[src/hw/rtl/glsf_pkg.sv]
// Shared types and constants for the group label size filter and relabeller.
`timescale 1ns / 1ps
package glsf_pkg;

  localparam int MAX_POINTS = 16384;
  localparam int PT_AW      = $clog2(MAX_POINTS);
  localparam int PL_W       = PT_AW + 1;
  localparam int MAX_GROUPS = 1024;
  localparam int GRP_AW     = $clog2(MAX_GROUPS);
  localparam int GRP_CW     = GRP_AW + 1;
  localparam int LABEL_W    = 32;
  localparam int CNT_W      = 15;
  localparam logic [CNT_W-1:0] COUNT_MAX = {CNT_W{1'b1}};

  localparam int IN_DATA_W  = 48;
  localparam int OUT_DATA_W = 96;

  localparam logic [1:0] OP_LOAD  = 2'd0;
  localparam logic [1:0] OP_QUERY = 2'd1;
  localparam logic [1:0] OP_CLEAR = 2'd2;

  localparam logic CFG_MERGE     = 1'b0;
  localparam logic CFG_THRESHOLD = 1'b1;

  typedef enum logic [3:0] {
    ST_CLR, ST_IDLE, ST_LD_A, ST_LD_B, ST_SCAN, ST_SCAN_END,
    ST_MAP, ST_MAP_END, ST_EMIT_S, ST_Q_A, ST_Q_B, ST_EMIT_Q
  } state_t;

  typedef struct packed {
    logic capture;
    logic run_clear;
    logic clr_wr;
    logic ld_a;
    logic ld_b;
    logic renum_init;
    logic scan_rd;
    logic sweep_clr;
    logic map_rd;
    logic q_a;
    logic q_b;
    logic emit_q;
    logic emit_s;
  } cmd_t;

  typedef struct packed {
    logic [1:0] in_op;
    logic       run_end;
    logic       sweep_last;
    logic       bad_idx;
    logic       out_free;
  } status_t;

endpackage

[src/hw/rtl/glsf_ctrl.sv]
// Controller state machine: sequences loads, renumbering sweeps, queries and clears.
`timescale 1ns / 1ps
module glsf_ctrl (
  input  logic              clk,
  input  logic              rst_n,
  input  logic              in_valid,
  output logic              in_ready,
  input  glsf_pkg::status_t sts,
  output glsf_pkg::cmd_t    cmd
);
  import glsf_pkg::*;

  state_t state_r, state_nxt;

  always_ff @(posedge clk) begin
    if (!rst_n) begin
      state_r <= ST_CLR;
    end else begin
      state_r <= state_nxt;
    end
  end

  always_comb begin
    state_nxt = state_r;
    cmd       = '0;
    in_ready  = 1'b0;
    case (state_r)
      ST_CLR: begin
        cmd.clr_wr = 1'b1;
        if (sts.sweep_last) state_nxt = ST_IDLE;
      end
      ST_IDLE: begin
        in_ready = 1'b1;
        if (in_valid) begin
          cmd.capture = 1'b1;
          case (sts.in_op)
            OP_LOAD:  state_nxt = ST_LD_A;
            OP_QUERY: state_nxt = ST_Q_A;
            OP_CLEAR: begin
              cmd.run_clear = 1'b1;
              state_nxt     = ST_CLR;
            end
            default:  state_nxt = ST_IDLE;
          endcase
        end
      end
      ST_LD_A: begin
        cmd.ld_a  = 1'b1;
        state_nxt = ST_LD_B;
      end
      ST_LD_B: begin
        cmd.ld_b = 1'b1;
        if (sts.run_end) begin
          cmd.renum_init = 1'b1;
          state_nxt      = ST_SCAN;
        end else begin
          state_nxt = ST_IDLE;
        end
      end
      ST_SCAN: begin
        cmd.scan_rd = 1'b1;
        if (sts.sweep_last) state_nxt = ST_SCAN_END;
      end
      ST_SCAN_END: begin
        cmd.sweep_clr = 1'b1;
        state_nxt     = ST_MAP;
      end
      ST_MAP: begin
        cmd.map_rd = 1'b1;
        if (sts.sweep_last) state_nxt = ST_MAP_END;
      end
      ST_MAP_END: begin
        state_nxt = ST_EMIT_S;
      end
      ST_EMIT_S: begin
        if (sts.out_free) begin
          cmd.emit_s = 1'b1;
          state_nxt  = ST_IDLE;
        end
      end
      ST_Q_A: begin
        cmd.q_a   = 1'b1;
        state_nxt = sts.bad_idx ? ST_EMIT_Q : ST_Q_B;
      end
      ST_Q_B: begin
        cmd.q_b   = 1'b1;
        state_nxt = ST_EMIT_Q;
      end
      ST_EMIT_Q: begin
        if (sts.out_free) begin
          cmd.emit_q = 1'b1;
          state_nxt  = ST_IDLE;
        end
      end
      default: state_nxt = ST_IDLE;
    endcase
  end

endmodule

[config.mk]
export PLATFORM = sky130hd
export DESIGN_NAME = glsf_ctrl
export DESIGN_NICKNAME = d
export VERILOG_FILES = /design/src/hw/rtl/glsf_pkg.sv /design/src/hw/rtl/glsf_ctrl.sv
export SDC_FILE = /design/constraint.sdc
export NUM_CORES = 1
export LEC_CHECK = 0
export BUFFER_PORTS_ARGS = -buffer_cell sky130_fd_sc_hd__buf_2
export CORE_AREA = 2 2 39 41
export DETAILED_ROUTE_END_ITERATION = 16
export DIE_AREA = 0 0 41 43
export PLACE_DENSITY = 0.73
export SKIP_CTS_REPAIR_TIMING = 1
export SKIP_LAST_GASP = 1
export SYNTH_ARGS = -nofsm -noshare
export SYNTH_HDL_FRONTEND = slang
export SYNTH_SLANG_ARGS = --single-unit
[constraint.sdc]
create_clock -name clk -period 1.7 [get_ports clk]
set_clock_uncertainty 0.1 [all_clocks]
set_input_delay 0.085 -clock clk [delete_from_list [all_inputs] [get_ports clk]]
set_output_delay 0.085 -clock clk [all_outputs]
set_load 0.01 [all_outputs]
# Word level (Yosys, flattened, before mapping)
# Cells that the tools add are included.
# word_totals
reg_bits	4
input_bits	9
word_cells	48
# op_classes
n_eq_ne	18
muxes	25
reduce_logical	4
# op_table
op	n
$pmux W4 S11	1
$mux W4	5
$eq A4 B3 Y1 const B	4
$eq A4 B4 Y1 const B	4
$mux W1	14
$pmux W4 S3	1
$eq A4 B2 Y1 const B	2
$ne A2 B2 Y1 const B	4
$mux W2	3
$reduce_and A5 Y1	1
$eq A4 B1 Y1 const B	1
$logic_not A4 Y1	1
$mux W3	1
$eq A2 B1 Y1 const B	1
$eq A2 B2 Y1 const B	1
$logic_not A2 Y1	1
$ne A2 B1 Y1 const B	1
$reduce_or A2 Y1	1

# Depth between registers and ports, before layout
# logic_depth
word_depth	4
depth_mapped	6

# Least setup slack after synthesis
# OpenSTA, ideal clock, no wires.
# synth_timing
kind	flip-flop to output port
startpoint	register state_r[1]
endpoint	output port cmd[11] in the netlist's numbering
arrival_ns	1.085
stages_incl_launch_ff	6
slack_ns	0.430
path_buffers	2
path_cell_list	dfxtp_1 -> buf_6 -> buf_4 -> nor2_1 -> and3_1 -> and3b_1
# synth_rtl
element	line_no	rtl
start, declared	glsf_ctrl.sv:13	state_t state_r, state_nxt;
start signal, assigned	glsf_ctrl.sv:19	state_r <= state_nxt;
end, declared	glsf_ctrl.sv:9	output glsf_pkg::cmd_t cmd

==> results.cfg <==
[power_and_ir_drop]
peakVddDrop_uv = 428
p_leak_nw = 0.309
p_total_mw = 0.517
p_switching_mw = 0.213
powerDensity_mw_per_mm2 = 853
power_frac_seq = 0.302
internal-power_mw = 0.304
p_comb_frac = 0.454
clockPowerShare = 0.244
p_sw_frac = 0.412

[global_route]
grt_pass1_vias = 449
grt.total_usage = 0.157
grt_max_degree = 16
grt_pass1_wl_um = 1820
antenna_found_initial = 0
overflow = 0

[yosys]
synth_nets = 73
synth.distinct_cells = 33
synth_edf_count = 0
synth_area_per_cell_um2 = 7.43
async_flop_share = 0
synth-seq-cells = 4
synth-seq-area-share = 0.168
syn-cell-area_um2 = 475
synthCells = 64
synth_top_area_frac = 0.168
yosysTopAreaCell = dfxtp_1
ys.flop_type = dfxtp_1
synthTopCellsByArea = dfxtp_1 17%, nand2b_1 7.9%, nor3_1 6.3%, nor2_1 6.3%, buf_6 4.7%
yosysWarnings = 0
synth.most_common_cell = nor2_1
synthTopCellsByCount = 8 x nor2_1, 6 x nand2b_1, 6 x nor3_1

[critical_path]
cp_top_family = flip-flops
worstRegToRegCells = 4
cpPeakStageDelay_ns = 0.58
cp.buffers_inverters = 1
crit_required_ns = 1.51
critPathCaptureType = output port
crit_fanout = 14
arrival_ns = 1.48
crit_cells = 4
path_class = register to output port
crit_slowest_cell = dfxtp_1
path_cells = nor2b_1, and3_1, and3b_1, buf_2
setup.worst_path.start_class = register

[routing]
vias = 531
wl_per_cell_um = 12.3
drt-initial-drc-count = 12
drtPass1Iterations = 4
detail-route-antenna-nets = 0
route.detailed.drc = 0
avgViaCountPerCell = 5.21
drt-total-wl_um = 1250

[timing]
maxSlewHeadroom = 0.711
tightest_slew_ns = 0.432
timing.fmax_mhz = 601
setup_violations = 0
final.period_utilization = 0.979
slew_viol_final = 0
fin_crit_ns = 1.66
hold_viol = 0
setup_slack_ns = 0.0358
rsz0062_at_grt = true

[min_path]
whs_path_depth = 2
worst_hold_path_type = primary input to register

[layout]
largest_reg_flops = 4
utilization = 0.438
fin_area_um2 = 606
largest-register = state_r
layout.cells.non_filler = 102
drive_gt1_frac = 0.407
area_growth_pct = 27.4
largestRegisters = state_r (4)
fillCellCount = 149
nNetsFinal = 97
n_antenna_cell = 0

[placement]
placed_area_um2 = 581
dp_slack_ns = 0.163
numPortBuffers = 22
dp_cells = 99
hpwlAfterDp_um = 948
gp_congestion = 0.776

[cts]
clock-sinks = 4
cts_tree = yes
path_clk_slew_ns = 0.04
cts_buffer_depth = 2
cts_made_buffers = 3
cts_root_buffer = clkbuf_4
cts_htree_levels = 1
insertion_delay_ns = 0.24

[floorplanning]
row_count = 14
die_h_um = 43
start_util = 0.344
fp.dieArea_mm2 = 0.00176
core-area_mm2 = 0.00138
num_io_pins = 23
fp.dieW_um = 41

[status]
status = complete, no violations

[job]
drv_cap = 0
cells by family (layout without fill, tap and decap cells):
logic type      count (synthesis)  count (layout)  synth area share
simple gates                   38              38             0.458
compound gates                 11              11             0.197
buf+inv                         8              30             0.116
flops                           4               4             0.168
mux                             2               2            0.0421
xor+xnor                        1               1            0.0184
stage by stage:
| stage | hold slack, ns | TNS (ns) |
|---|---|---|
| floorplan | 0.118 | 0 |
| global placement | 0.283 | 0 |
| detailed placement | 0.285 | 0 |
| CTS | 0.0232 | -0.0587 |
| global route | 0.0305 | -0.0652 |
| finish | 0.0287 | 0 |
worst paths after layout:
path | startpoint | slack (ns) | end
setup / recovery | state_r[2]$_SDFFE_PN0P_ | 0.04 | cmd[11]
hold / removal | rst_n | 0.03 | state_r[3]$_SDFFE_PN0P_
setup reg to reg | state_r[2]$_SDFFE_PN0P_ | 0.23 | state_r[1]$_SDFFE_PN0P_
hold reg to reg | state_r[0]$_SDFFE_PN0P_ | 0.47 | state_r[0]$_SDFFE_PN0P_
layout by cell type (no fill, tap or decap), drive strengths merged, types with 2 or more instances in the layout:
master	netlist	routed
a21oi	2	2
and3	3	3
buf	6	25
clkbuf	0	3
dfxtp	4	4
inv	2	2
mux2i	2	2
nand2	5	5
nand2b	7	7
nor2	8	8
nor3	6	6
nor3b	2	2
cell type report:
type	instances	area (um^2)	share of cell area
clock buffers	3	22.5	0.0372
inverters	2	7.51	0.0124
multi-input cells	52	340	0.562
flip-flops and latches	4	82.6	0.136
well taps	16	20.0	0.0331
repair buffers	25	133	0.219
metal layers:
layer	share of wire	wire length [um]	track usage
met1	0.44	548	0.176
met5	0	0	0
met3	0.038	47	0.0628
met2	0.50	625	0.234
met4	0.022	28	0.100
worst register-to-register path: stages, from the launching register on:
cell,delay [ns]
dfxtp_1,0.58
nand2b_4,0.22
a22oi_2,0.09
o32ai_2,0.20
mux2i_1,0.21
power groups by stage:
stage	combinational, mW	clock [mW]	sequential [mW]
final	0.235	0.126	0.156
after global placement	0.229	0	0.151
after floorplan	0.209	0	0.121
after global routing	0.258	0.137	0.162
after CTS	0.235	0.131	0.151
after detailed placement	0.234	0	0.153
Power figures use the tool's default switching activity.
